<file path="config.mk">
export PLATFORM = sky130hd
export DESIGN_NAME = smtr_front
export DESIGN_NICKNAME = d
export VERILOG_FILES = /design/src/design/smtr_pkg.sv /design/src/design/smtr_front.sv
export SDC_FILE = /design/constraint.sdc
export NUM_CORES = 1
export LEC_CHECK = 0
export BUFFER_PORTS_ARGS = -buffer_cell sky130_fd_sc_hd__buf_2
export CAP_MARGIN = 20
export CELL_PAD_IN_SITES_DETAIL_PLACEMENT = 0
export CELL_PAD_IN_SITES_GLOBAL_PLACEMENT = 1
export CORE_MARGIN = 3
export CORE_UTILIZATION = 45
export DETAILED_ROUTE_END_ITERATION = 6
export GPL_TIMING_DRIVEN = 0
export PLACE_DENSITY_LB_ADDON = 0.1
export SYNTH_ARGS = -nofsm -noshare
export SYNTH_HDL_FRONTEND = slang
export SYNTH_SLANG_ARGS = --single-unit
</file>
<file path="constraint.sdc">
create_clock -name vclk -period 52
set_clock_uncertainty 0.2 [all_clocks]
set_input_delay 10.4 -clock vclk [all_inputs]
set_output_delay 10.4 -clock vclk [all_outputs]
set_load 0.005 [all_outputs]
</file>
<file path="src/design/smtr_pkg.sv">
// shared constants, types and helpers of the shadow map triangle rasterizer
package smtr_pkg;

    // map geometry
    localparam int MAP_WIDTH   = 256;
    localparam int MAP_HEIGHT  = 256;
    localparam int NUM_MAPS    = 3;
    localparam int MAP_PIXELS  = MAP_WIDTH * MAP_HEIGHT;
    localparam int STORE_DEPTH = NUM_MAPS * MAP_PIXELS;
    localparam int AW          = $clog2(STORE_DEPTH);
    localparam int DW          = 32;

    // internal number formats
    localparam int XW     = 20;   // signed span column
    localparam int ACCW   = 34;   // signed Q18.16 edge accumulator
    localparam int SLW    = 26;   // signed Q10.16 column slope
    localparam int ZSW    = 34;   // signed depth slope
    localparam int ZW     = 44;   // signed interpolated depth
    localparam int DIV_NW = 44;   // divider dividend and quotient
    localparam int DIV_DW = 20;   // divider divisor and remainder

    // queue between front and back
    localparam int Q_DEPTH = 2;

    localparam logic signed [XW-1:0] X_LIMIT   = XW'(MAP_WIDTH);
    localparam logic [DW-1:0]        DEPTH_MAX = '1;

    typedef enum logic {
        OP_RASTER = 1'b0,
        OP_READ   = 1'b1
    } t_op;

    // one classified item as it travels from front to back
    typedef struct packed {
        t_op                  op;
        logic [1:0]           map;
        logic                 rd_zero;
        logic [AW-1:0]        rd_addr;
        logic [2:0][7:0]      x;
        logic [2:0][7:0]      y;
        logic [2:0][DW-1:0]   z;
        logic                 orient_neg;
    } t_item;

    typedef struct packed {
        logic              start;
        logic [DIV_NW-1:0] num;
        logic [DIV_DW-1:0] den;
    } t_div_req;

    typedef struct packed {
        logic              done;
        logic [DIV_NW-1:0] quo;
        logic [DIV_DW-1:0] rem;
    } t_div_rsp;

    typedef struct packed {
        logic          wr_en;
        logic [AW-1:0] wr_addr;
        logic [DW-1:0] wr_data;
        logic          rd_en;
        logic [AW-1:0] rd_addr;
    } t_ram_req;

    typedef enum logic [3:0] {
        S_CLEAR,
        S_IDLE,
        S_RD_ISSUE,
        S_RD_WAIT,
        S_TRI_START,
        S_SLOPE_DIV,
        S_SLOPE_WAIT,
        S_HALF_INIT,
        S_ROW,
        S_SPAN_WAIT,
        S_SPAN_PIX,
        S_ROW_NEXT
    } t_bstate;

    // Q18.16 to integer column, truncated toward zero
    function automatic logic signed [XW-1:0] trunc_q16(input logic signed [ACCW-1:0] a);
        logic signed [ACCW-17:0] s;
        s = a[ACCW-1:16];
        if (a[ACCW-1] && (a[15:0] != 16'h0)) begin
            s = s + 1'b1;
        end
        return XW'(s);
    endfunction

endpackage

</file>
<file path="src/design/smtr_front.sv">
// front end: accepts items, sorts vertices by row and classifies the work
module smtr_front (
    input  logic                i_valid,
    output logic                o_stall,
    input  logic                i_operation,
    input  logic [1:0]          i_map_select,
    input  logic [7:0]          i_vert0_x,
    input  logic [7:0]          i_vert0_y,
    input  logic [31:0]         i_vert0_depth,
    input  logic [7:0]          i_vert1_x,
    input  logic [7:0]          i_vert1_y,
    input  logic [31:0]         i_vert1_depth,
    input  logic [7:0]          i_vert2_x,
    input  logic [7:0]          i_vert2_y,
    input  logic [31:0]         i_vert2_depth,
    input  logic [15:0]         i_read_pixel,
    input  logic                i_full,
    input  logic                i_clearing,
    output logic                o_push,
    output smtr_pkg::t_item     o_item
);
    import smtr_pkg::*;

    logic [7:0]         sx [3];
    logic [7:0]         sy [3];
    logic [DW-1:0]      sz [3];
    logic [7:0]         tx;
    logic [7:0]         ty;
    logic [DW-1:0]      tz;
    logic signed [8:0]  w_dx0;
    logic signed [8:0]  w_dx2;
    logic signed [8:0]  w_dy0;
    logic signed [8:0]  w_dy2;
    logic signed [18:0] w_orient;
    logic               w_map_ok;
    logic               w_pix_ok;
    logic               w_flat;
    logic               w_accept;
    logic               w_is_read;

    // exchange sort of the vertices by row, fixed pass order
    always_comb begin
        sx[0] = i_vert0_x;  sy[0] = i_vert0_y;  sz[0] = i_vert0_depth;
        sx[1] = i_vert1_x;  sy[1] = i_vert1_y;  sz[1] = i_vert1_depth;
        sx[2] = i_vert2_x;  sy[2] = i_vert2_y;  sz[2] = i_vert2_depth;
        tx = '0;
        ty = '0;
        tz = '0;
        for (int i = 0; i < 3; i++) begin
            for (int j = 0; j < 3; j++) begin
                if (sy[i] < sy[j]) begin
                    tx = sx[j];  ty = sy[j];  tz = sz[j];
                    sx[j] = sx[i];  sy[j] = sy[i];  sz[j] = sz[i];
                    sx[i] = tx;  sy[i] = ty;  sz[i] = tz;
                end
            end
        end
    end

    // winding from the sorted vertices
    assign w_dx0    = $signed({1'b0, sx[1]}) - $signed({1'b0, sx[0]});
    assign w_dy0    = $signed({1'b0, sy[1]}) - $signed({1'b0, sy[0]});
    assign w_dx2    = $signed({1'b0, sx[0]}) - $signed({1'b0, sx[2]});
    assign w_dy2    = $signed({1'b0, sy[0]}) - $signed({1'b0, sy[2]});
    assign w_orient = 19'(w_dx0 * w_dy2) - 19'(w_dy0 * w_dx2);

    // classification
    assign w_is_read = (t_op'(i_operation) == OP_READ);
    assign w_map_ok  = (int'(i_map_select) < NUM_MAPS);
    assign w_pix_ok  = (int'(i_read_pixel) < MAP_PIXELS);
    assign w_flat    = (sy[0] == sy[1]) && (sy[1] == sy[2]);

    assign o_stall  = i_full || i_clearing;
    assign w_accept = i_valid && !o_stall;
    assign o_push   = w_accept && (w_is_read || (w_map_ok && !w_flat));

    // item to the queue
    always_comb begin
        o_item            = '0;
        o_item.op         = t_op'(i_operation);
        o_item.map        = i_map_select;
        o_item.rd_zero    = !(w_map_ok && w_pix_ok);
        o_item.rd_addr    = AW'(int'(i_map_select) * MAP_PIXELS + int'(i_read_pixel));
        o_item.orient_neg = w_orient[18];
        for (int k = 0; k < 3; k++) begin
            o_item.x[k] = sx[k];
            o_item.y[k] = sy[k];
            o_item.z[k] = sz[k];
        end
    end
endmodule

</file>
==> flow_summary.yaml <==
floorplan:
  die-area_sq_um: 36900
  die_w_microns: 192
  start_util: 0.460
  row_count: 67
  die_h_microns: 192
  io_pins: 335
  core_sq_um: 33900
setup_path:
  critPathLaunchType: "input port"
  cp-end-kind: "output pin"
  crit_type: "input port to output pin"
  crit_fanout: 10
  cp_slowest_stage_delay_ns: 0.82
  slowest_stage: "xor2_1"
  crit_family: "compound AO/OA/AOI/OAI gates"
  cp.required_ns: 41.40
  cpMostUsedCell: "a21oi_1"
  arrival_ns: 35.30
  crit_buf_inv: 22
sta:
  finalSetupViolCount: 0
  setup_tns_ns: 0
  period_minus_slack_ns: 45.90
  drv_slew: 0
  worst_pin_slew_ns: 1.16
  fmax_mhz: 21.8
  report.final.hold_viol_count: 0
  fin_crit_sh: 0.883
  slew_headroom: 0.224
  rsz0062_at_grt: "false"
final_layout:
  seq_cells: 0
  fill_cells: 3446
  layout_commonest_cell: "buf_2"
  nets: 2934
  drive_above_1_share: 0.163
  regArea_sq_um: 0
  clockBufferCount: 0
  mostFrequentLayoutCells: "325 x buf_2, 272 x nor2_1, 252 x inv_1"
  syn_to_final_growth_pct: 14.0
placed_design:
  gp_congestion: 0.973
  placement.io_buffers: 319
  hpwl_mm: 54.6
synthesis:
  yosysSeqAreaShare: 0
  synth_area_per_cell_sq_um: 7.35
  postSynthCellCount: 2120
  syn_nets: 2613
  ys_warn_count: 0
  synth_cell_types: 78
  synth_area_sq_um: 15600
global_route:
  grt_pass1_wl_mm: 104
  grt_max_degree: 11
  grt_overflow: 0
  antenna_found_initial: 13
  grt_pass1_vias: 18200
  gr-usage-all-layers: 0.357
detailed_routing:
  viasPerCell: 6.49
  routed_wl_mm: 67.5
  firstDrtPassIters: 7
  m1WireLength_mm: 26.6
  vias: 18800
  wl_met3_mm: 8.14
  top_layer: "met5"
  route.detailed.drc: 46
  detail_route.wl_per_cell_microns: 23.3
  wl_met2_mm: 30.2
  ant_nets: 0
  first_iter_violations: 2513
status:
  violations: "DRC"
  outcome: "complete, but fails checks"
clock_network:
  cts_resized: 0
  cts_setup_buffers: 0
  ctsHoldBuffers: 0
worst_hold_path:
  min_path_type: "input port to output pin"
run:
  maxCapViolCount: 0
per-layer routing:
layer  global-route usage  vias to the layer above
met2                0.578                     1332
met1                0.478                     8948
li1                     -                     8298
met4                0.111                       10
met5                    0                        -
met3               0.0726                      198
cell usage after synthesis (28+ instances only):
master    instances  area share
a22oi_1          73       0.035
clkbuf_1        109       0.026
a31oi_1          39       0.016
ha_1            144        0.12
a21oi_1         126       0.040
o221ai_1        140       0.079
a211oi_1         38       0.018
a222oi_1         36       0.023
nand2_1         180       0.043
mux2i_1          28       0.018
nor2_1          272       0.066
o22ai_1          40       0.016
inv_1           252       0.061
fa_1            183        0.24
nor3_1           47       0.015
o21ai_0          51       0.016
a21o_1           37       0.018
xnor2_1          33       0.019
logic make-up after synthesis:
logic type                 after synthesis  synth area share
adders and majority gates              327             0.351
muxes                                   38            0.0261
and+or+nand+nor                        617             0.173
buffers and inverters                  417             0.107
xor gates and xnor gates                47            0.0264
AOI/OAI and AO/OA                      674             0.317
stage by stage:
step / utilization / cells / hold WS [ns] / instance area [sq um] / worst slack, ns
final: 0.524 / 2896 / 20.77 / 17800 / 6.10
after global placement: 0.524 / 2887 / 20.77 / 17700 / 6.91
after detailed placement: 0.524 / 2887 / 20.77 / 17700 / 6.77
after CTS: 0.524 / 2887 / 20.77 / 17700 / 6.67
after global routing: 0.524 / 2894 / 20.77 / 17800 / 4.37
after floorplan: - / 2120 / 20.68 / 15600 / 11.81
area by class of cell:
| type | count | area, sq um | area share |
|---|---|---|---|
| Multi-Input combinational cell | 1703 | 13900 | 0.784 |
| Inverter | 252 | 946 | 0.0533 |
| Timing Repair Buffer | 319 | 1600 | 0.0899 |
| Tap cell | 448 | 561 | 0.0316 |
| Buffer | 165 | 717 | 0.0404 |
| Antenna cell | 9 | 22.5 | 0.00127 |
worst paths after layout:
kind	from	endpoint	cells after the start
setup / recovery	i_vert1_y[7]	o_item[0]	94
hold / removal	i_read_pixel[13]	o_item[158]	2
Power is not shown: default switching activity piles up to over one toggle a cycle in this logic, so the estimate is an artifact.
