--- config.mk ---
export PLATFORM = sky130hd
export DESIGN_NAME = smtr_queue
export DESIGN_NICKNAME = d
export VERILOG_FILES = /design/src/design/smtr_pkg.sv /design/src/design/smtr_queue.sv
export SDC_FILE = /design/constraint.sdc
export NUM_CORES = 1
export LEC_CHECK = 0
export BUFFER_PORTS_ARGS = -buffer_cell sky130_fd_sc_hd__buf_2
export CORE_ASPECT_RATIO = 1.25
export CORE_MARGIN = 2
export CORE_UTILIZATION = 35
export CTS_BUF_LIST = sky130_fd_sc_hd__clkbuf_4
export DETAILED_ROUTE_END_ITERATION = 12
export PLACE_DENSITY = 0.54
export SLEW_MARGIN = 20
export SYNTH_ARGS = -nofsm -noshare
export SYNTH_HDL_FRONTEND = slang
export SYNTH_SLANG_ARGS = --single-unit
--- constraint.sdc ---
create_clock -name i_clk -period 9.7 [get_ports i_clk]
set_input_delay 1.94 -clock i_clk [delete_from_list [all_inputs] [get_ports i_clk]]
set_output_delay 1.94 -clock i_clk [all_outputs]
set_load 0.03 [all_outputs]
--- src/design/smtr_pkg.sv ---
// shared constants, types and helpers of the shadow map triangle rasterizer
package smtr_pkg;

    // map geometry
    localparam int MAP_WIDTH   = 256;
    localparam int MAP_HEIGHT  = 256;
    localparam int NUM_MAPS    = 3;
    localparam int MAP_PIXELS  = MAP_WIDTH * MAP_HEIGHT;
    localparam int STORE_DEPTH = NUM_MAPS * MAP_PIXELS;
    localparam int AW          = $clog2(STORE_DEPTH);
    localparam int DW          = 32;

    // internal number formats
    localparam int XW     = 20;   // signed span column
    localparam int ACCW   = 34;   // signed Q18.16 edge accumulator
    localparam int SLW    = 26;   // signed Q10.16 column slope
    localparam int ZSW    = 34;   // signed depth slope
    localparam int ZW     = 44;   // signed interpolated depth
    localparam int DIV_NW = 44;   // divider dividend and quotient
    localparam int DIV_DW = 20;   // divider divisor and remainder

    // queue between front and back
    localparam int Q_DEPTH = 2;

    localparam logic signed [XW-1:0] X_LIMIT   = XW'(MAP_WIDTH);
    localparam logic [DW-1:0]        DEPTH_MAX = '1;

    typedef enum logic {
        OP_RASTER = 1'b0,
        OP_READ   = 1'b1
    } t_op;

    // one classified item as it travels from front to back
    typedef struct packed {
        t_op                  op;
        logic [1:0]           map;
        logic                 rd_zero;
        logic [AW-1:0]        rd_addr;
        logic [2:0][7:0]      x;
        logic [2:0][7:0]      y;
        logic [2:0][DW-1:0]   z;
        logic                 orient_neg;
    } t_item;

    typedef struct packed {
        logic              start;
        logic [DIV_NW-1:0] num;
        logic [DIV_DW-1:0] den;
    } t_div_req;

    typedef struct packed {
        logic              done;
        logic [DIV_NW-1:0] quo;
        logic [DIV_DW-1:0] rem;
    } t_div_rsp;

    typedef struct packed {
        logic          wr_en;
        logic [AW-1:0] wr_addr;
        logic [DW-1:0] wr_data;
        logic          rd_en;
        logic [AW-1:0] rd_addr;
    } t_ram_req;

    typedef enum logic [3:0] {
        S_CLEAR,
        S_IDLE,
        S_RD_ISSUE,
        S_RD_WAIT,
        S_TRI_START,
        S_SLOPE_DIV,
        S_SLOPE_WAIT,
        S_HALF_INIT,
        S_ROW,
        S_SPAN_WAIT,
        S_SPAN_PIX,
        S_ROW_NEXT
    } t_bstate;

    // Q18.16 to integer column, truncated toward zero
    function automatic logic signed [XW-1:0] trunc_q16(input logic signed [ACCW-1:0] a);
        logic signed [ACCW-17:0] s;
        s = a[ACCW-1:16];
        if (a[ACCW-1] && (a[15:0] != 16'h0)) begin
            s = s + 1'b1;
        end
        return XW'(s);
    endfunction

endpackage

--- src/design/smtr_queue.sv ---
// short item queue between the front end and the back end
module smtr_queue (
    input  logic             i_clk,
    input  logic             i_rst_n,
    input  logic             i_push,
    input  smtr_pkg::t_item  i_item,
    input  logic             i_pop,
    output logic             o_full,
    output logic             o_empty,
    output smtr_pkg::t_item  o_item
);
    import smtr_pkg::*;

    localparam int QAW = (Q_DEPTH > 1) ? $clog2(Q_DEPTH) : 1;
    localparam int QCW = $clog2(Q_DEPTH + 1);

    t_item            r_mem [Q_DEPTH];
    logic [QAW-1:0]   r_wr;
    logic [QAW-1:0]   r_rd;
    logic [QCW-1:0]   r_count;
    logic             w_push;
    logic             w_pop;

    assign w_push  = i_push && !o_full;
    assign w_pop   = i_pop && !o_empty;
    assign o_full  = (r_count == QCW'(Q_DEPTH));
    assign o_empty = (r_count == '0);
    assign o_item  = r_mem[r_rd];

    // pointers and fill level
    always_ff @(posedge i_clk) begin
        if (!i_rst_n) begin
            r_wr    <= '0;
            r_rd    <= '0;
            r_count <= '0;
        end else begin
            if (w_push) begin
                r_wr <= (r_wr == QAW'(Q_DEPTH - 1)) ? '0 : r_wr + 1'b1;
            end
            if (w_pop) begin
                r_rd <= (r_rd == QAW'(Q_DEPTH - 1)) ? '0 : r_rd + 1'b1;
            end
            if (w_push && !w_pop) begin
                r_count <= r_count + 1'b1;
            end else if (w_pop && !w_push) begin
                r_count <= r_count - 1'b1;
            end
        end
    end

    // entry storage
    always_ff @(posedge i_clk) begin
        if (w_push) begin
            r_mem[r_wr] <= i_item;
        end
    end
endmodule

==> impl_metrics.py, run 1 <==
metrics = {
    "run_status": {
        "outcome": "finished, final reports clean",
    },
    "timing": {
        "skew_ns": 0.0249,
        "min_period_ns": 5.49,
        "hold_viol": 0,
        "drv_slew": 0,
        "finalSetupViolCount": 0,
        "final.setup.tns_ns": 0,
        "timing.final.crit_share_pct": 56.6,
        "max_freq_ghz": 0.182,
        "rsz0062_at_grt": "no",
        "worst_pin_slew_ns": 0.989,
        "slew-limit-headroom_pct": 34.1,
    },
    "setup_path": {
        "cp-end-kind": "output pin",
        "crit_chain": "buf_4 -> buf_4 -> mux2_4 -> buf_2",
        "slowest_delay_ns": 0.91,
        "critPathSlowestCell": "dfxtp_4",
        "crit_fanout": 50,
        "arrival_ns": 3.55,
        "required_ns": 7.76,
        "crit_path_frequent_cell": "buf_4",
        "start_kind": "register",
        "path_class": "register to output pin",
    },
    "clocking": {
        "cts_tree": "built",
        "cts_hold_buf": 0,
        "cts_setup_buffers": 0,
        "insertion_delay_ns": 0.75,
        "root_buffer": "clkbuf_4",
        "htree_levels": 3,
        "cts.clk_slew.worst_paths_ns": 0.06,
        "cts_made_buffers": 85,
        "ctsLongestPathBuffers": 3,
        "ctsResizeCount": 0,
        "cts_sinks": 339,
    },
    "global_routing": {
        "grt_first_pass_wirelength_mm": 39.7,
        "grt.overflow.total": 0,
        "grt_use_total_pct": 14.0,
        "grt_pass1_vias": 6958,
        "antenna_found_initial": 6,
        "grt_max_degree": 67,
    },
    "logic_synthesis": {
        "synth_cell_types": 21,
        "syn_avg_cell_area_um2": 23.5,
        "synth_fp_nets": 717,
        "yosysSeqAreaShare_pct": 79.0,
        "netlist_area_mm2": 0.0128,
        "synth-seq-cells": 339,
        "yosys_warnings": 0,
        "postSynthCellCount": 545,
    },
    "pwr": {
        "leakage_uw": 0.00628,
        "ir_drop_mv": 0.143,
        "p_per_area_mw_per_mm2": 281,
    },
    "routing": {
        "wl_mm": 27.6,
        "drt-initial-drc-count": 280,
        "routedWlPerCell_um": 18.4,
        "via_count": 6591,
        "first_pass_iters": 6,
        "drc": 0,
        "ant_nets": 0,
        "via_per_inst": 4.40,
    },
    "placement": {
        "routabilityCongestion": 0.725,
        "io_buffers": 339,
        "dpl.hpwl_mm": 18.6,
        "dpl.cell_count": 1353,
    },
    "die": {
        "start_util_pct": 35.4,
        "core-area_mm2": 0.0362,
        "die-height_um": 218,
        "pin_count": 340,
        "die_w_um": 175,
        "num_rows": 78,
        "dieArea_mm2": 0.0382,
    },
    "run": {
        "cap_viol_max_count": 0,
    },
    "final_layout": {
        "final_common_cell": "buf_2",
        "final_layout_size_suffix_gt1_share_pct": 63.1,
        "fin_cells": 1498,
        "fillerInstances": 3252,
        "nNetsFinal": 1132,
        "syn_to_final_growth_pct": 25.0,
        "layout_common_cells": "buf_2 (339), edfxtp_1 (334), mux2_4 (130)",
    },
    "hold_path": {
        "hp-class": "register to register",
    },
}
==> cell families after synthesis <==
family,count (synthesis),share of synthesized area [%]
xor+xnor,3,0.205
compound gates,5,0.254
fa+ha+maj,1,0.0975
flops,339,79.0
simple gates,9,0.429
buf+inv,21,1.58
mux,167,18.5
==> where the power goes <==
group | switching [µW] | internal, µW
sequential | 80.8 | 1840
clock | 526 | 609
combinational | 893 | 549
total | 1500 | 3000
==> layer usage <==
layer  GRT usage, %  wire length (µm)  vias to the layer above
li1               -                 -                     3057
met1           13.8              9600                     3221
met2           25.5             15100                      262
met3           5.26              2130                       49
met4           7.31               770                        2
met5              0                13                        -
==> synth_stat cells (all sizes together) <==
master / count / area, µm²
and2: 3 / 18.8
o21ai: 2 / 10.0
a21boi: 2 / 15.0
nor2: 2 / 7.51
or3: 1 / 6.26
nand2b: 1 / 6.26
o21a: 1 / 7.51
ha: 1 / 12.5
mux2: 167 / 2370
inv: 2 / 7.51
buf: 19 / 195
xnor2: 2 / 17.5
edfxtp: 334 / 10000
xor2: 1 / 8.76
nor3: 1 / 10.0
and3: 1 / 6.26
dfxtp: 5 / 100
==> layout make-up <==
| type | count | area, µm² | area share [%] |
|---|---|---|---|
| Sequential cell | 339 | 10100 | 63.2 |
| Multi-Input combinational cell | 185 | 2510 | 15.6 |
| Timing Repair Buffer | 347 | 1760 | 11.0 |
| Clock buffer | 118 | 886 | 5.52 |
| Tap cell | 480 | 601 | 3.74 |
| Clock inverter | 23 | 139 | 0.866 |
| Antenna cell | 4 | 10.0 | 0.0624 |
| Inverter | 2 | 7.51 | 0.0468 |
==> final timing paths <==
kind	from	to	slack, ns	depth (start not counted)
worst min register to register	r_count[1]	r_count[1]	0.53	2
worst min-delay path	r_count[1]	r_count[1]	0.53	2
worst max register to register	r_count[0]	r_mem[1][164]	7.07	3
worst max-delay path	register	o_item[112]	4.21	4
==> stage by stage <==
stage,hold slack [ns],power (µW),util (%),setup slack (ns),instance area [µm²]
floorplan,0.483,3090,-,0.603,12800
global placement,0.515,3420,41.4,4.94,15000
detailed placement,0.525,3430,41.4,4.89,15000
CTS,0.535,4590,44.3,4.03,16000
global route,0.607,4730,44.3,3.96,16000
finish,0.531,4500,44.3,4.21,16000
==> registers in the layout, summed over array words and instances (netlist names), named ones only <==
signal and flops:
r_count 2, r_mem 334, r_rd 1, r_wr 1
==> critical path, delay by kind of cell, from the launching register on <==
family / cells / cell delay [ns]
buf+inv: 3 / 1.48
mux: 1 / 0.35
flops: 1 / 0.91
No activity file was read; power rests on OpenSTA's default activity.
==> inputs of run 2 (changes only) <==
==> constraint.sdc (replaced) <==
create_clock -name i_clk -period 5.5 [get_ports i_clk]
set_input_delay 1.1 -clock i_clk [delete_from_list [all_inputs] [get_ports i_clk]]
set_output_delay 1.1 -clock i_clk [all_outputs]
set_load 0.03 [all_outputs]
==> impl_metrics.py, run 2 (synthesis results as in run 1) <==
metrics = {
    "setup_path": {
        "ff2ff_setup_slack_ns": 3.16,
        "start_kind": "register",
        "cp-end-kind": "output pin",
        "crit_fanout": 77,
        "arrival_ns": 2.57,
        "required_ns": 4.40,
        "timing.rr.start": "r_count[0]",
        "reg2reg_depth": 5,
        "path_class": "register to output pin",
        "r2r-end": "r_mem[0][66]",
    },
    "timing": {
        "min_period_ns": 3.67,
        "setup_slack_ns": 1.83,
        "hold_viol": 0,
        "skew_ns": 0.0341,
        "timing.final.crit_share_pct": 66.7,
        "rsz0062_at_grt": "no",
        "holdWs_ns": 0.524,
        "drv_slew": 0,
        "finalSetupViolCount": 0,
        "slew-limit-headroom_pct": 43.9,
        "worst_pin_slew_ns": 0.841,
        "max_freq_ghz": 0.273,
    },
    "placement": {
        "dp_slack_ns": 2.42,
        "routabilityCongestion": 0.766,
        "io_buffers": 339,
        "dpl_cell_area_mm2": 0.0151,
        "dpl.hpwl_mm": 17.6,
    },
    "global_routing": {
        "grt_pass1_vias": 6975,
        "grt.overflow.total": 0,
        "grt_max_degree": 91,
        "grt_use_total_pct": 13.8,
        "grt_first_pass_wirelength_mm": 39.1,
        "antenna_found_initial": 11,
    },
    "clocking": {
        "cts_sinks": 339,
        "cts_hold_buf": 0,
        "ctsResizeCount": 0,
        "cts_made_buffers": 84,
        "cts_setup_buffers": 0,
        "insertion_delay_ns": 0.73,
        "cts.clk_slew.worst_paths_ns": 0.06,
        "htree_levels": 3,
        "ctsLongestPathBuffers": 3,
        "root_buffer": "clkbuf_4",
        "cts_tree": "built",
    },
    "final_layout": {
        "final_layout_size_suffix_gt1_share_pct": 63.4,
        "top_regs": "r_mem x334, r_count x2",
        "layout_common_cells": "buf_2 (339), edfxtp_1 (334), mux2_4 (130)",
        "final_area_mm2": 0.0161,
        "final_util_pct": 44.6,
        "syn_to_final_growth_pct": 25.9,
        "largest_register": "r_mem",
        "largest_reg_flops": 334,
        "final_common_cell": "buf_2",
        "nNetsFinal": 1130,
    },
    "die": {
        "start_util_pct": 35.4,
        "dieArea_mm2": 0.0382,
        "die_w_um": 175,
        "core-area_mm2": 0.0362,
        "die-height_um": 218,
        "pin_count": 340,
        "num_rows": 78,
    },
    "routing": {
        "drc": 0,
        "drt-initial-drc-count": 239,
        "via_count": 6590,
        "first_pass_iters": 6,
        "via_per_inst": 4.39,
        "routedWlPerCell_um": 17.9,
        "wl_mm": 26.9,
        "ant_nets": 0,
    },
    "hold_path": {
        "min_to": "r_count[1]",
        "hold_depth": 2,
        "worstHoldStart": "r_count[1]",
        "hp-class": "register to register",
    },
    "pwr": {
        "ir_drop_mv": 0.716,
        "p_per_area_mw_per_mm2": 497,
        "leakage_uw": 0.00630,
    },
    "run": {
        "cap_viol_max_count": 0,
    },
    "run_status": {
        "outcome": "finished, final reports clean",
    },
}
run 2: cell count changes in the layout (fill, tap and decap cells not counted), moves of 2 or more:
cell / before / now
diode_2: 4 / 9
buf_4: 8 / 3
clkinv_1: 18 / 16
buf_12: 0 / 4
clkbuf_4: 118 / 121
inv_2: 3 / 1
run 2: how the worst max path moves through the flow:
stage / to / depth (start not counted) / slack (ns)
after floorplan: r_mem[0][0] / 2 / -0.06
after global placement: r_mem[1][95] / 3 / 2.43
after detailed placement: r_mem[1][95] / 3 / 2.42
after CTS: o_item[11] / 3 / 1.67
after global routing: o_item[12] / 3 / 1.64
final: o_item[92] / 3 / 1.83
run 2: through the flow:
| step | cells | power (µW) | setup TNS (ns) |
|---|---|---|---|
| finish | 1502 | 8030 | 0 |
| global route | 1500 | 8420 | 0 |
| CTS | 1493 | 8190 | 0 |
| detailed placement | 1352 | 6050 | 0 |
| global placement | 1352 | 6030 | 0 |
| floorplan | 545 | 5410 | -10.15 |
run 2: worst max-delay path, stage by stage, from the launching register on:
cell	delay, ns
dfxtp_4	0.69
buf_12	0.48
mux2_4	0.35
buf_2	0.18
run 2: per-layer routing:
layer,global-route usage (%),vias up,part of all wire (%)
met3,5.67,80,8.1
li1,-,3062,-
met1,13.1,3195,33
met5,0,-,0.15
met4,8.17,8,4.2
met2,24.7,245,54
run 2: layout make-up:
cell class                 instances  area [µm²]
tap                              480         601
clock inverter                    20         154
sequential                       339       10100
inverter                           2        20.0
fill                            3270       20100
timing repair buffer             346        1800
clock buffer                     121         908
antenna                            9        22.5
multi-input combinational        185        2510
run 2: report_power, final:
| part | internal [µW] | leakage (µW) | switching (µW) |
|---|---|---|---|
| Clock | 1140 | 0.000628 | 948 |
| Sequential | 3250 | 0.00316 | 115 |
| Combinational | 978 | 0.00251 | 1600 |
==> inputs of run 3 (changes only) <==
--- a/config.mk
+++ b/config.mk
@@ -11,7 +11,7 @@
 export CORE_UTILIZATION = 35
 export CTS_BUF_LIST = sky130_fd_sc_hd__clkbuf_4
 export DETAILED_ROUTE_END_ITERATION = 12
-export PLACE_DENSITY = 0.54
+export PLACE_DENSITY = 0.56
 export SLEW_MARGIN = 20
 export SYNTH_ARGS = -nofsm -noshare
 export SYNTH_HDL_FRONTEND = slang
==> constraint.sdc (replaced) <==
create_clock -name i_clk -period 3.1 [get_ports i_clk]
set_input_delay 0.62 -clock i_clk [delete_from_list [all_inputs] [get_ports i_clk]]
set_output_delay 0.62 -clock i_clk [all_outputs]
set_load 0.03 [all_outputs]
==> impl_metrics.py, run 3 (synthesis results as in run 1) <==
metrics = {
    "final_layout": {
        "final_util_pct": 49.2,
        "final_layout_size_suffix_gt1_share_pct": 55.1,
        "layout_common_cells": "buf_2 (339), edfxtp_1 (334), dlygate4sd3_1 (159)",
        "fillerInstances": 3140,
        "final_common_cell": "buf_2",
        "syn_to_final_growth_pct": 39.0,
        "register_area_mm2": 0.0101,
        "multi_input_area_mm2": 0.00251,
        "nNetsFinal": 1301,
        "largest_register": "r_mem",
        "top_regs": "r_mem x334, r_count x2",
        "largest_reg_flops": 334,
        "final_area_mm2": 0.0178,
    },
    "setup_path": {
        "timing.rr.start": "r_count[0]",
        "arrival_ns": 2.19,
        "start_kind": "register",
        "r2r-end": "r_mem[0][27]",
        "reg2reg_depth": 4,
        "path_class": "register to output pin",
        "crit_end": "o_item[12]",
        "cp-end-kind": "output pin",
        "ff2ff_setup_slack_ns": 1.35,
        "crit_fanout": 37,
        "required_ns": 2.48,
    },
    "run": {
        "cap_viol_max_count": 0,
    },
    "die": {
        "start_util_pct": 35.4,
        "die-height_um": 218,
        "num_rows": 78,
        "dieArea_mm2": 0.0382,
        "core-area_mm2": 0.0362,
        "die_w_um": 175,
        "pin_count": 340,
    },
    "timing": {
        "drv_slew": 0,
        "hold_viol": 0,
        "slew-limit-headroom_pct": 63.0,
        "max_freq_ghz": 0.355,
        "worst_pin_slew_ns": 0.555,
        "rsz0062_at_grt": "no",
        "timing.final.crit_share_pct": 90.8,
        "finalSetupViolCount": 0,
        "min_period_ns": 2.81,
        "skew_ns": 0.0245,
        "final.setup.tns_ns": 0,
    },
    "clocking": {
        "cts_made_buffers": 85,
        "insertion_delay_ns": 0.73,
        "cts_tree": "built",
        "cts_sinks": 339,
        "ctsLongestPathBuffers": 3,
        "root_buffer": "clkbuf_4",
        "cts.clk_slew.worst_paths_ns": 0.06,
        "ctsResizeCount": 0,
        "htree_levels": 3,
    },
    "pwr": {
        "ir_drop_mv": 0.492,
        "leakage_uw": 0.00702,
        "power_uw": 14400,
        "p_per_area_mw_per_mm2": 805,
    },
    "global_routing": {
        "antenna_found_initial": 3,
        "grt_use_total_pct": 14.6,
        "grt_first_pass_wirelength_mm": 41.9,
        "grt_max_degree": 86,
        "grt.overflow.total": 0,
        "grt_pass1_vias": 7904,
    },
    "routing": {
        "ant_nets": 0,
        "via_count": 7261,
        "via_per_inst": 4.34,
        "routedWlPerCell_um": 16.9,
        "wl_mm": 28.2,
        "first_pass_iters": 4,
        "drc": 0,
        "drt-initial-drc-count": 288,
    },
    "placement": {
        "dpl_cell_area_mm2": 0.0152,
        "dpl.hpwl_mm": 18.5,
        "io_buffers": 339,
        "routabilityCongestion": 0.795,
    },
    "hold_path": {
        "hold_depth": 1,
        "hp-class": "input pin to register",
    },
    "run_status": {
        "outcome": "finished, final reports clean",
    },
}
-- run 3: repair_timing --
item,CTS,global route
hold buffers,159,0
setup buffers,1,0
endpoints found under the hold margin,314,0
setup endpoints to repair,5,0
-- run 3: worst min-delay path by stage --
stage	from	endpoint	slack, ns
floorplan	r_count[1]	r_count[1]	0.52
global placement	r_count[1]	r_count[1]	0.54
detailed placement	r_count[1]	r_count[1]	0.54
CTS	i_item[70]	r_mem[1][70]	0.0009
global route	i_item[132]	r_mem[1][132]	-0.002
finish	i_item[121]	r_mem[1][121]	0.09
-- run 3: per-stage QoR --
step	instances	hold WS [ns]	worst slack, ns
floorplan	545	0.517	-1.93
global placement	1362	0.536	0.891
detailed placement	1362	0.541	0.861
CTS	1668	0.000875	0.140
global route	1671	-0.00155	0.113
finish	1672	0.0928	0.285
-- run 3: worst max-delay path: stages, from the launching register on --
cell	delay, ns
dfxtp_4	0.58
buf_12	0.30
mux2_2	0.37
buf_2	0.18
-- run 3: layout make-up --
class	instances	share of cell area (%)
clock inverter	30	0.807
tap	480	3.37
sequential	339	56.8
timing repair buffer	516	19.9
multi-input combinational	185	14.1
inverter	2	0.0702
antenna	4	0.0561
clock buffer	116	4.88
-- run 3: power by group --
group	internal (µW)	switching (µW)	total, µW
Combinational	1970	2930	4900
Clock	1810	1690	3510
Sequential	5760	195	5950
Total	9540	4820	14400
-- run 3: layer usage --
metal | track usage, % | share of wire (%) | up-vias
met4 | 8.86 | 4.1 | 0
met5 | 0 | 0 | -
met2 | 26.7 | 55 | 258
met3 | 5.14 | 6.8 | 62
met1 | 13.8 | 34 | 3532
li1 | - | - | 3409
