--- src/design/smtr_pkg.sv ---
// shared constants, types and helpers of the shadow map triangle rasterizer
package smtr_pkg;

    // map geometry
    localparam int MAP_WIDTH   = 256;
    localparam int MAP_HEIGHT  = 256;
    localparam int NUM_MAPS    = 3;
    localparam int MAP_PIXELS  = MAP_WIDTH * MAP_HEIGHT;
    localparam int STORE_DEPTH = NUM_MAPS * MAP_PIXELS;
    localparam int AW          = $clog2(STORE_DEPTH);
    localparam int DW          = 32;

    // internal number formats
    localparam int XW     = 20;   // signed span column
    localparam int ACCW   = 34;   // signed Q18.16 edge accumulator
    localparam int SLW    = 26;   // signed Q10.16 column slope
    localparam int ZSW    = 34;   // signed depth slope
    localparam int ZW     = 44;   // signed interpolated depth
    localparam int DIV_NW = 44;   // divider dividend and quotient
    localparam int DIV_DW = 20;   // divider divisor and remainder

    // queue between front and back
    localparam int Q_DEPTH = 2;

    localparam logic signed [XW-1:0] X_LIMIT   = XW'(MAP_WIDTH);
    localparam logic [DW-1:0]        DEPTH_MAX = '1;

    typedef enum logic {
        OP_RASTER = 1'b0,
        OP_READ   = 1'b1
    } t_op;

    // one classified item as it travels from front to back
    typedef struct packed {
        t_op                  op;
        logic [1:0]           map;
        logic                 rd_zero;
        logic [AW-1:0]        rd_addr;
        logic [2:0][7:0]      x;
        logic [2:0][7:0]      y;
        logic [2:0][DW-1:0]   z;
        logic                 orient_neg;
    } t_item;

    typedef struct packed {
        logic              start;
        logic [DIV_NW-1:0] num;
        logic [DIV_DW-1:0] den;
    } t_div_req;

    typedef struct packed {
        logic              done;
        logic [DIV_NW-1:0] quo;
        logic [DIV_DW-1:0] rem;
    } t_div_rsp;

    typedef struct packed {
        logic          wr_en;
        logic [AW-1:0] wr_addr;
        logic [DW-1:0] wr_data;
        logic          rd_en;
        logic [AW-1:0] rd_addr;
    } t_ram_req;

    typedef enum logic [3:0] {
        S_CLEAR,
        S_IDLE,
        S_RD_ISSUE,
        S_RD_WAIT,
        S_TRI_START,
        S_SLOPE_DIV,
        S_SLOPE_WAIT,
        S_HALF_INIT,
        S_ROW,
        S_SPAN_WAIT,
        S_SPAN_PIX,
        S_ROW_NEXT
    } t_bstate;

    // Q18.16 to integer column, truncated toward zero
    function automatic logic signed [XW-1:0] trunc_q16(input logic signed [ACCW-1:0] a);
        logic signed [ACCW-17:0] s;
        s = a[ACCW-1:16];
        if (a[ACCW-1] && (a[15:0] != 16'h0)) begin
            s = s + 1'b1;
        end
        return XW'(s);
    endfunction

endpackage

--- src/design/smtr_div.sv ---
// shared radix-2 restoring divider, one quotient bit per cycle
module smtr_div (
    input  logic                i_clk,
    input  logic                i_rst_n,
    input  smtr_pkg::t_div_req  i_req,
    output smtr_pkg::t_div_rsp  o_rsp
);
    import smtr_pkg::*;

    localparam int CW = $clog2(DIV_NW + 1);

    logic                r_busy;
    logic                r_done;
    logic [CW-1:0]       r_cnt;
    logic [DIV_NW-1:0]   r_quo;
    logic [DIV_DW-1:0]   r_rem;
    logic [DIV_DW-1:0]   r_den;
    logic [DIV_DW:0]     w_part;
    logic [DIV_NW-1:0]   n_quo;
    logic [DIV_DW-1:0]   n_rem;

    // one trial subtraction
    always_comb begin
        w_part = {r_rem, r_quo[DIV_NW-1]};
        if (w_part >= {1'b0, r_den}) begin
            n_rem = DIV_DW'(w_part - {1'b0, r_den});
            n_quo = {r_quo[DIV_NW-2:0], 1'b1};
        end else begin
            n_rem = w_part[DIV_DW-1:0];
            n_quo = {r_quo[DIV_NW-2:0], 1'b0};
        end
    end

    // control
    always_ff @(posedge i_clk) begin
        if (!i_rst_n) begin
            r_busy <= 1'b0;
            r_done <= 1'b0;
            r_cnt  <= '0;
        end else begin
            r_done <= 1'b0;
            if (i_req.start) begin
                r_busy <= 1'b1;
                r_cnt  <= CW'(DIV_NW);
            end else if (r_busy) begin
                r_cnt <= r_cnt - 1'b1;
                if (r_cnt == CW'(1)) begin
                    r_busy <= 1'b0;
                    r_done <= 1'b1;
                end
            end
        end
    end

    // operands and partial results
    always_ff @(posedge i_clk) begin
        if (i_req.start) begin
            r_quo <= i_req.num;
            r_rem <= '0;
            r_den <= i_req.den;
        end else if (r_busy) begin
            r_quo <= n_quo;
            r_rem <= n_rem;
        end
    end

    assign o_rsp.done = r_done;
    assign o_rsp.quo  = r_quo;
    assign o_rsp.rem  = r_rem;
endmodule

--- config.mk ---
export PLATFORM = sky130hd
export DESIGN_NAME = smtr_div
export DESIGN_NICKNAME = d
export VERILOG_FILES = /design/src/design/smtr_pkg.sv /design/src/design/smtr_div.sv
export SDC_FILE = /design/constraint.sdc
export NUM_CORES = 1
export LEC_CHECK = 0
export BUFFER_PORTS_ARGS = -buffer_cell sky130_fd_sc_hd__buf_2
export CAP_MARGIN = 20
export CORE_MARGIN = 4
export CORE_UTILIZATION = 31
export DETAILED_ROUTE_END_ITERATION = 10
export GPL_ROUTABILITY_DRIVEN = 0
export MAX_ROUTING_LAYER = met4
export PLACE_DENSITY = 0.56
export SLEW_MARGIN = 20
export SYNTH_ARGS = -nofsm -noshare
export SYNTH_HDL_FRONTEND = slang
export SYNTH_SLANG_ARGS = --single-unit
--- constraint.sdc ---
create_clock -name i_clk -period 4.4 [get_ports i_clk]
set_input_delay 0.44 -clock i_clk [delete_from_list [all_inputs] [get_ports i_clk]]
set_output_delay 0.44 -clock i_clk [all_outputs]
set_load 0.05 [all_outputs]
==> results of run 1 <==
[flip-flops by register name, summed over array words and instances (netlist names)]
| name | cells |
|---|---|
| r_busy | 1 |
| r_cnt | 6 |
| r_den | 20 |
| r_done | 1 |
| r_quo | 44 |
| r_rem | 20 |
[layer usage]
metal	GRT usage (%)	up-vias
met3	5.725	8
li1	-	1766
met1	17.57	1691
met4	4.551	0
met5	-	-
met2	23.32	141
[critical path, delay by kind of cell, from the launching register on]
| family | cells | cell delay [ns] |
|---|---|---|
| AOI/OAI and AO/OA | 6 | 1.91 |
| adders and majority gates | 1 | 0.40 |
| DFF | 1 | 0.34 |
| muxes | 1 | 0.20 |
[placed cells by master, fill, tap and decap left out, types with 4 or more instances in the layout]
master	Yosys	final
xnor2_1	12	12
edfxtp_1	64	64
buf_2	1	131
dfxtp_1	28	28
nand3_1	22	22
nor2_1	15	15
a211oi_1	5	5
o21ai_0	11	11
or3_1	4	4
mux2i_1	9	9
a32oi_1	5	5
nand2_1	31	31
ha_1	22	22
clkbuf_16	0	9
a21o_1	5	5
buf_4	2	4
nand4_1	4	4
o31ai_1	4	4
inv_6	0	4
a21oi_1	20	20
nand2b_1	5	5
xor2_1	10	10
mux2_2	43	43
inv_1	27	27
o311ai_0	4	4
[logic make-up after synthesis]
logic type / count (synthesis)
multiplexers: 52
adder cells (fa/ha/maj): 23
flip-flops: 92
AO/OA/AOI/OAI: 74
buffers and inverters: 46
XOR/XNOR: 22
AND/OR/NAND/NOR: 97
[synthesized netlist by cell type (2+ instances only)]
master and count:
o21a_1 3, a21oi_1 20, a21oi_4 2, edfxtp_1 64, inv_1 27, nand3_1 22, ha_1 22, xor2_1 10
o211ai_1 2, mux2_2 43, nor3_1 2, a31oi_1 3, buf_6 3, nand4_1 4, dfxtp_1 28, o21ai_1 2
a32oi_1 5, xnor2_1 12, and3_1 2, nor4_1 3, nand2_1 31, a211oi_1 5, nand2b_1 5, o21ai_0 11
or3_1 4, nor2_1 15, mux2i_1 9, nor2b_1 2, a21o_1 5, o31ai_1 4, clkbuf_1 13, buf_4 2
o311ai_0 4
[cell type report]
| cell class | instances | share of cell area, % |
|---|---|---|
| sequential | 92 | 42.44 |
| multi-input combinational | 268 | 35.21 |
| timing repair buffer | 135 | 11.72 |
| tap | 184 | 3.936 |
| clock buffer | 9 | 3.850 |
| inverter | 27 | 1.733 |
| clock inverter | 7 | 1.070 |
| antenna | 1 | 0.04278 |
[worst max-delay path by stage]
stage | start | to | slack [ns]
after global placement | r_den[6] | r_rem[10] | 1.61
after global routing | r_den[8] | r_rem[5] | 1.20
final | r_rem[7] | r_rem[5] | 1.45
after detailed placement | r_rem[7] | r_rem[5] | 1.45
after CTS | r_rem[7] | r_rem[5] | 1.41
after floorplan | r_quo[43] | r_rem[18] | 1.70
[report_power, final]
| part | leakage [nW] | internal, W | total, W | switching, W |
|---|---|---|---|---|
| Combinational | 1.53 | 0.000147 | 0.000463 | 0.000317 |
| Sequential | 0.867 | 0.00101 | 0.00105 | 0.0000394 |
| Clock | 0.145 | 0.000399 | 0.000768 | 0.000370 |
[metrics by stage]
step | instances | worst slack, ns
CTS | 722 | 1.415
finish | 723 | 1.447
global placement | 706 | 1.612
floorplan | 406 | 1.703
detailed placement | 706 | 1.447
global route | 723 | 1.200
==> impl_metrics.toml, run 1 <==
[run_status]
status = "finished clean"

[global_route]
grt_max_degree = 45
grt_pass1_vias = 3814
antenna_found_initial = 1
grt-ovfl-total = 0
grt_use_total_pct = 14.80
grt_pass1_wl_um = 19890

[drt]
wl_met2_um = 5749
met1Wirelength_um = 5373
dr.pass1.iters = 4
vias_per_cell = 4.988
ant_nets = 0
wl_met3_um = 1040
totalWireLength_um = 12280
wl_per_cell_um = 16.99
top_layer = "met4"
drc = 0
vias = 3606
first_iter_violations = 131

[clocking]
cts-resized-gates = 0
cts_buffer_depth = 2
cts_buffers = 9
cts_tree = "yes"
clock_latency_ns = 0.36
cts_sinks = 92
hold_buffers = 0
cts_root_buffer = "clkbuf_16"
clk_pin_slew_worst_paths_ns = 0.07
cts_max_level = 3
postCtsSetupBuffers = 0

[timing]
rsz0062_at_grt = "false"
drv_slew = 0
whs_ns = 0.2615
skew_ns = 0.01030
tightest_slew_ns = 1.041
hold_viol_final = 0
finalCritPeriodShare_pct = 67.11
min_period_ns = 2.953
setup_violations = 0
fin_tns_setup_ns = 0
max_freq_ghz = 0.3386
relSlewSlack_pct = 30.35

[critical_path]
reg2reg_setup_slack_ns = 1.45
required_ns = 4.67
max_stage_delay_ns = 0.80
cp_max_fo = 34
crit_path_end_kind = "register"
cp_slowest_cell = "a21oi_4"
r2r-end = "r_rem[5]"
rr_worst_depth = 8
start_kind = "register"
arrival_ns = 3.22
crit_type = "register to register"
reg2reg_from = "r_rem[7]"
worstPathCellList = "ha_1 -> a21oi_1 -> o21ai_1 -> a311oi_2 -> o31ai_2 -> a21oi_4 -> mux2i_1 -> a211oi_1"

[pwr]
leakage_nw = 2.539
ir_drop_mv = 0.2341
power_w = 0.002277
powerDensity_mw_per_mm2 = 389.3

[synth]
synth_ff_type = "edfxtp_1"
synth_top_area_share_pct = 40.50
ys_top_cells_by_area = "edfxtp_1 40%, dfxtp_1 12%, mux2_2 10%, ha_1 5.8%, nand2_1 2.5%"
synth_fa_ha_area_share_pct = 6.222
synth_cells = 406
synth_compound_area_share_pct = 11.07
synth_top_family_by_area = "multiplexers"
ys_types = 50
postSynthNetCount = 496
ys_ff_latch = 92
synth_mux_area_share_pct = 12.10
ys_warn_count = 0
seq_area_frac_synth_pct = 52.31
synth_top_area_cell = "edfxtp_1"
syn_area_sq_mm = 0.004746
syn_avg_cell_area_sq_um = 11.69
synth-async-reset-ratio_pct = 0
synth_edf_count = 64
synthSimpleGateAreaFrac_pct = 9.939
synth-xor-area-share_pct = 4.060

[flow_run]
drv_cap = 0

[finish]
layout-drive-gt1-share_pct = 37.55
nNetsFinal = 623
final_area_sq_mm = 0.005849
multi_input_area_sq_mm = 0.002059
regArea_sq_mm = 0.002482
syn_to_final_growth_pct = 23.25
fill_cells = 1443
final_util_pct = 39.65

[worst_hold_path]
worstHoldStart = "i_req[9]"
hold_path_class = "input pin to register"
hold_end = "r_den[9]"
worstHoldPathCells = 1

[die]
start_util_pct = 32.17
die_area_sq_mm = 0.01735
dieHeight_um = 131.7
std_cell_rows = 44
io_pins = 132
die_w_um = 131.7
core_area_sq_mm = 0.01475

[place]
portBuffers = 131
dp_hpwl_um = 9046
placed_area_sq_mm = 0.005559
(Power assumes the default switching activity.)
==> inputs of run 2 (changes only) <==
==> constraint.sdc (replaced) <==
create_clock -name i_clk -period 2.93 [get_ports i_clk]
set_input_delay 0.293 -clock i_clk [delete_from_list [all_inputs] [get_ports i_clk]]
set_output_delay 0.293 -clock i_clk [all_outputs]
set_load 0.05 [all_outputs]
==> run 2 against run 1 <==
- utilization is 0.34 points higher
- critical path depth is 3 higher
- design area is 0.86% higher
- critical path type unchanged
- largest cell class unchanged
==> impl_metrics.toml, run 2 (synthesized netlist as in run 1, its figures left out) <==
[run_status]
status = "finished clean"

[clocking]
cts_root_buffer = "clkbuf_16"
clk_pin_slew_worst_paths_ns = 0.07
hold_buffers = 0
cts-resized-gates = 0
cts_sinks = 92
clock_latency_ns = 0.35
cts_buffer_depth = 2
cts_buffers = 9
postCtsSetupBuffers = 0
cts_max_level = 3
cts_tree = "yes"

[drt]
first_iter_violations = 142
vias_per_cell = 4.988
drc = 0
vias = 3626
dr.pass1.iters = 4
ant_nets = 0
wl_per_cell_um = 16.75
totalWireLength_um = 12180

[global_route]
antenna_found_initial = 1
grt_max_degree = 58
grt-ovfl-total = 0
grt_pass1_vias = 3883
grt_use_total_pct = 14.86
grt_pass1_wl_um = 19890

[timing]
drv_slew = 0
skew_ns = 0.01429
fin_tns_setup_ns = 0
min_period_ns = 2.671
finalCritPeriodShare_pct = 91.17
rsz0062_at_grt = "false"
setup_violations = 0
relSlewSlack_pct = 63.99
max_freq_ghz = 0.3743
tightest_slew_ns = 0.5402
hold_viol_final = 0

[finish]
layout-drive-gt1-share_pct = 37.64
largest_reg_flops = 44
final_util_pct = 39.98
layout_common_cells = "131 x buf_2, 64 x edfxtp_1, 43 x mux2_2, 31 x nand2_1, 28 x dfxtp_1"
top_register = "r_quo"
fill_cells = 1475
syn_to_final_growth_pct = 24.31
nNetsFinal = 627
reg_top3 = "r_quo (44), r_den (20), r_rem (20)"
final_common_cell = "buf_2"

[critical_path]
arrival_ns = 2.96
cp_max_fo = 3
critPathBufInv = 2
cp_slowest_cell = "or4_1"
max_stage_delay_ns = 0.47
crit_type = "register to register"
path_delay_family = "compound AO/OA/AOI/OAI gates"
required_ns = 3.22
reg2reg_setup_slack_ns = 0.26
start_kind = "register"
worstPathCellList = "inv_1 -> ha_1 -> inv_1 -> fa_1 -> a21o_1 -> a221oi_2 -> o21ai_1 -> nand2_1 -> mux2i_1 -> or4_1 -> nand2_1"
crit_path_end_kind = "register"

[flow_run]
drv_cap = 0

[pwr]
swShare_pct = 30.25
powerDensity_mw_per_mm2 = 583.3
ir_drop_mv = 0.4771
p_comb_share_pct = 20.4
pwr-share-clk_pct = 34.0
p_sw_w = 0.001041
leakage_nw = 2.552
internal_power_w = 0.002400
p_seq_share_pct = 45.6
power_w = 0.003441

[die]
die_area_sq_mm = 0.01735
dieHeight_um = 131.7
io_pins = 132
die_w_um = 131.7
std_cell_rows = 44
start_util_pct = 32.17
core_area_sq_mm = 0.01475

[worst_hold_path]
hold_path_class = "input pin to register"

[place]
portBuffers = 131
dp_hpwl_um = 8948
## run 2: changes by cell type in the layout (fill, tap and decap cells not counted)
cell        before  now
clkinv_4         0    2
buf_4            4    7
bufinv_16        0    1
buf_12           0    1
clkinv_2         1    0
clkbuf_1         0    2
inv_8            2    0
inv_6            4    0
clkinvlp_4       0    2
## run 2: power groups by stage
stage / Combinational, W / Sequential [W] / Clock [W]
after global routing: 0.000758 / 0.00158 / 0.00127
final: 0.000701 / 0.00157 / 0.00117
after CTS: 0.000708 / 0.00157 / 0.00122
after global placement: 0.000703 / 0.00159 / 0
after detailed placement: 0.000706 / 0.00160 / 0
after floorplan: 0.000271 / 0.00183 / 0
## run 2: area by class of cell
class                           count  area [sq um]  area share, %
Inverter                           27         101.3          1.718
Tap cell                          184         230.2          3.902
Clock inverter                      5         62.56          1.060
Timing Repair Buffer              139         728.2          12.34
Clock buffer                       11         232.7          3.945
Multi-Input combinational cell    268          2059          34.91
Sequential cell                    92          2482          42.08
Antenna cell                        1         2.502        0.04242
## run 2: per-stage QoR
| stage | setup WS [ns] | hold slack [ns] | cell area, sq um | cells |
|---|---|---|---|---|
| after detailed placement | 0.2789 | 0.4711 | 5602 | 710 |
| final | 0.2586 | 0.1134 | 5899 | 727 |
| after global placement | 0.3687 | 0.4719 | 5602 | 710 |
| after floorplan | 0.2332 | 0.3919 | 4746 | 406 |
| after global routing | 0.08612 | 0.09545 | 5899 | 727 |
| after CTS | 0.2518 | 0.09075 | 5897 | 726 |
## run 2: worst paths after layout
| kind | start | end | depth (start not counted) |
|---|---|---|---|
| worst min register to register | r_cnt[1] | r_cnt[1] | 2 |
| worst max-delay path | r_quo[43] | r_rem[18] | 11 |
| worst min-delay path | i_req[8] | r_den[8] | 1 |
| worst max register to register | r_quo[43] | r_rem[18] | 11 |
## run 2: routing by layer
metal  share of wire (%)  GRT usage, %  vias up
met4                0.95         4.842        0
met3                 8.1         5.038        7
met2                  48         23.70      140
met1                  43         17.76     1705
li1                    -             -     1774
met5                   0             -        -
==> inputs of run 3 (changes only) <==
--- a/config.mk
+++ b/config.mk
@@ -7,12 +7,14 @@
 export LEC_CHECK = 0
 export BUFFER_PORTS_ARGS = -buffer_cell sky130_fd_sc_hd__buf_2
 export CAP_MARGIN = 20
+export CELL_PAD_IN_SITES_DETAIL_PLACEMENT = 2
+export CELL_PAD_IN_SITES_GLOBAL_PLACEMENT = 2
 export CORE_MARGIN = 4
 export CORE_UTILIZATION = 31
 export DETAILED_ROUTE_END_ITERATION = 10
 export GPL_ROUTABILITY_DRIVEN = 0
 export MAX_ROUTING_LAYER = met4
-export PLACE_DENSITY = 0.56
+export PLACE_DENSITY = 0.79
 export SLEW_MARGIN = 20
 export SYNTH_ARGS = -nofsm -noshare
 export SYNTH_HDL_FRONTEND = slang
==> run 3 against run 2 <==
- die area unchanged
- setup slack lost 0.024 ns
- largest power group unchanged
- combinational power is 4.3% higher
- clock skew is 0.0045 ns lower
- wire length grew 20%
- first-iteration DRC count decreased by 1.4%
- critical path type unchanged
==> impl_metrics.toml, run 3 (synthesized netlist as in run 1, its figures left out) <==
[run_status]
status = "finished clean"

[die]
die_area_sq_mm = 0.01735
dieHeight_um = 131.7
core_area_sq_mm = 0.01475
start_util_pct = 32.17
io_pins = 132
std_cell_rows = 44
die_w_um = 131.7

[clocking]
clock_latency_ns = 0.36
cts_tree = "yes"
cts_sinks = 92
cts_max_level = 3
cts_buffer_depth = 2
cts_root_buffer = "clkbuf_16"
cts_buffers = 9
hold_buffers = 0
clk_pin_slew_worst_paths_ns = 0.07

[critical_path]
crit_type = "register to register"
cp_slowest_cell = "or4_1"
cp_max_fo = 3
start_kind = "register"
critPathBufInv = 2
worstPathCellList = "inv_1 -> ha_1 -> inv_1 -> fa_1 -> a21o_1 -> a221oi_4 -> o21ai_1 -> nand2_1 -> mux2i_1 -> or4_1 -> nand2_1"
path_delay_family = "compound AO/OA/AOI/OAI gates"
arrival_ns = 3.00
reg2reg_setup_slack_ns = 0.23
max_stage_delay_ns = 0.48
crit_path_end_kind = "register"
required_ns = 3.23

[drt]
first_iter_violations = 140
dr.pass1.iters = 4
top_layer = "met4"
ant_nets = 0
wl_per_cell_um = 20.00
totalWireLength_um = 14640
drc = 0
vias_per_cell = 5.113
wl_met3_um = 1080
vias = 3743
wl_met2_um = 7158
met1Wirelength_um = 6184

[finish]
layout_common_cells = "131 x buf_2, 64 x edfxtp_1, 43 x mux2_2, 31 x nand2_1, 28 x dfxtp_1"
layout-drive-gt1-share_pct = 37.98
largest_reg_flops = 44
nNetsFinal = 630
final_util_pct = 40.23
final_common_cell = "buf_2"
top_register = "r_quo"
final_area_sq_mm = 0.005936
syn_to_final_growth_pct = 25.07
reg_top3 = "r_quo (44), r_den (20), r_rem (20)"

[timing]
rsz0062_at_grt = "false"
setup_violations = 0
drv_slew = 0
finalCritPeriodShare_pct = 92.01
tightest_slew_ns = 0.6047
min_period_ns = 2.696
hold_viol_final = 0
relSlewSlack_pct = 59.69
max_freq_ghz = 0.3709
skew_ns = 0.009769
fin_tns_setup_ns = 0

[global_route]
grt_use_total_pct = 17.67
grt_pass1_wl_um = 23540
grt-ovfl-total = 0
grt_max_degree = 45
antenna_found_initial = 3
grt_pass1_vias = 4385

[pwr]
p_sw_w = 0.001090
swShare_pct = 31.22
p_comb_share_pct = 20.9
power_w = 0.003490
p_seq_share_pct = 45.0
pwr-share-clk_pct = 34.1
leakage_nw = 2.574
internal_power_w = 0.002400
ir_drop_mv = 0.2648
powerDensity_mw_per_mm2 = 588.0

[worst_hold_path]
hold_path_class = "input pin to register"

[place]
portBuffers = 131
dp_hpwl_um = 11110
placed_area_sq_mm = 0.005624

[flow_run]
drv_cap = 0
[run 3: repair_timing]
action | 4_1_cts | 5_1_grt
gates resized for setup | 0 | 1
setup endpoints to repair | 0 | 2
setup buffers | 0 | 0
[run 3: layout make-up]
type                            count  area [sq um]
Antenna cell                        3         7.507
Clock buffer                       10         229.0
Clock inverter                      6         63.81
Fill cell                        1578          8818
Inverter                           27         101.3
Multi-Input combinational cell    268          2071
Sequential cell                    92          2482
Tap cell                          184         230.2
Timing Repair Buffer              142         750.7
[run 3: per-layer routing]
layer  vias up  track usage, %
li1       1767               -
met1      1850           20.52
met2       112           29.31
met3        14           5.534
met4         0           5.601
met5         -               -
[run 3: worst register-to-register path: cells and delay by family (launching register included)]
family	cells	cell delay [ns]
AND/OR/NAND/NOR	3	0.70
flip-flops	1	0.42
adder cells (fa/ha/maj)	2	0.56
multiplexers	1	0.09
buffers and inverters	2	0.14
AO/OA/AOI/OAI	3	0.73
[run 3: stage by stage]
stage	hold WS [ns]	worst slack, ns	instances
global route	0.1022	0.005999	732
detailed placement	0.4718	0.1846	713
global placement	0.4732	0.3237	713
finish	0.1089	0.2342	732
floorplan	0.3919	0.2332	406
CTS	0.09854	0.1478	729
[run 3: final timing paths]
| path | startpoint | to | depth (start not counted) |
|---|---|---|---|
| min | i_req[7] | r_den[7] | 1 |
| max | r_quo[43] | r_rem[18] | 11 |
| min reg2reg | r_cnt[1] | r_cnt[1] | 2 |
| max reg2reg | r_quo[43] | r_rem[18] | 11 |
[run 3: power groups by stage]
| stage | Combinational (W) | Sequential [W] | Clock [W] |
|---|---|---|---|
| finish | 0.000731 | 0.00157 | 0.00119 |
| global route | 0.000788 | 0.00159 | 0.00128 |
| CTS | 0.000737 | 0.00157 | 0.00122 |
| detailed placement | 0.000732 | 0.00160 | 0 |
| global placement | 0.000711 | 0.00159 | 0 |
| floorplan | 0.000271 | 0.00183 | 0 |
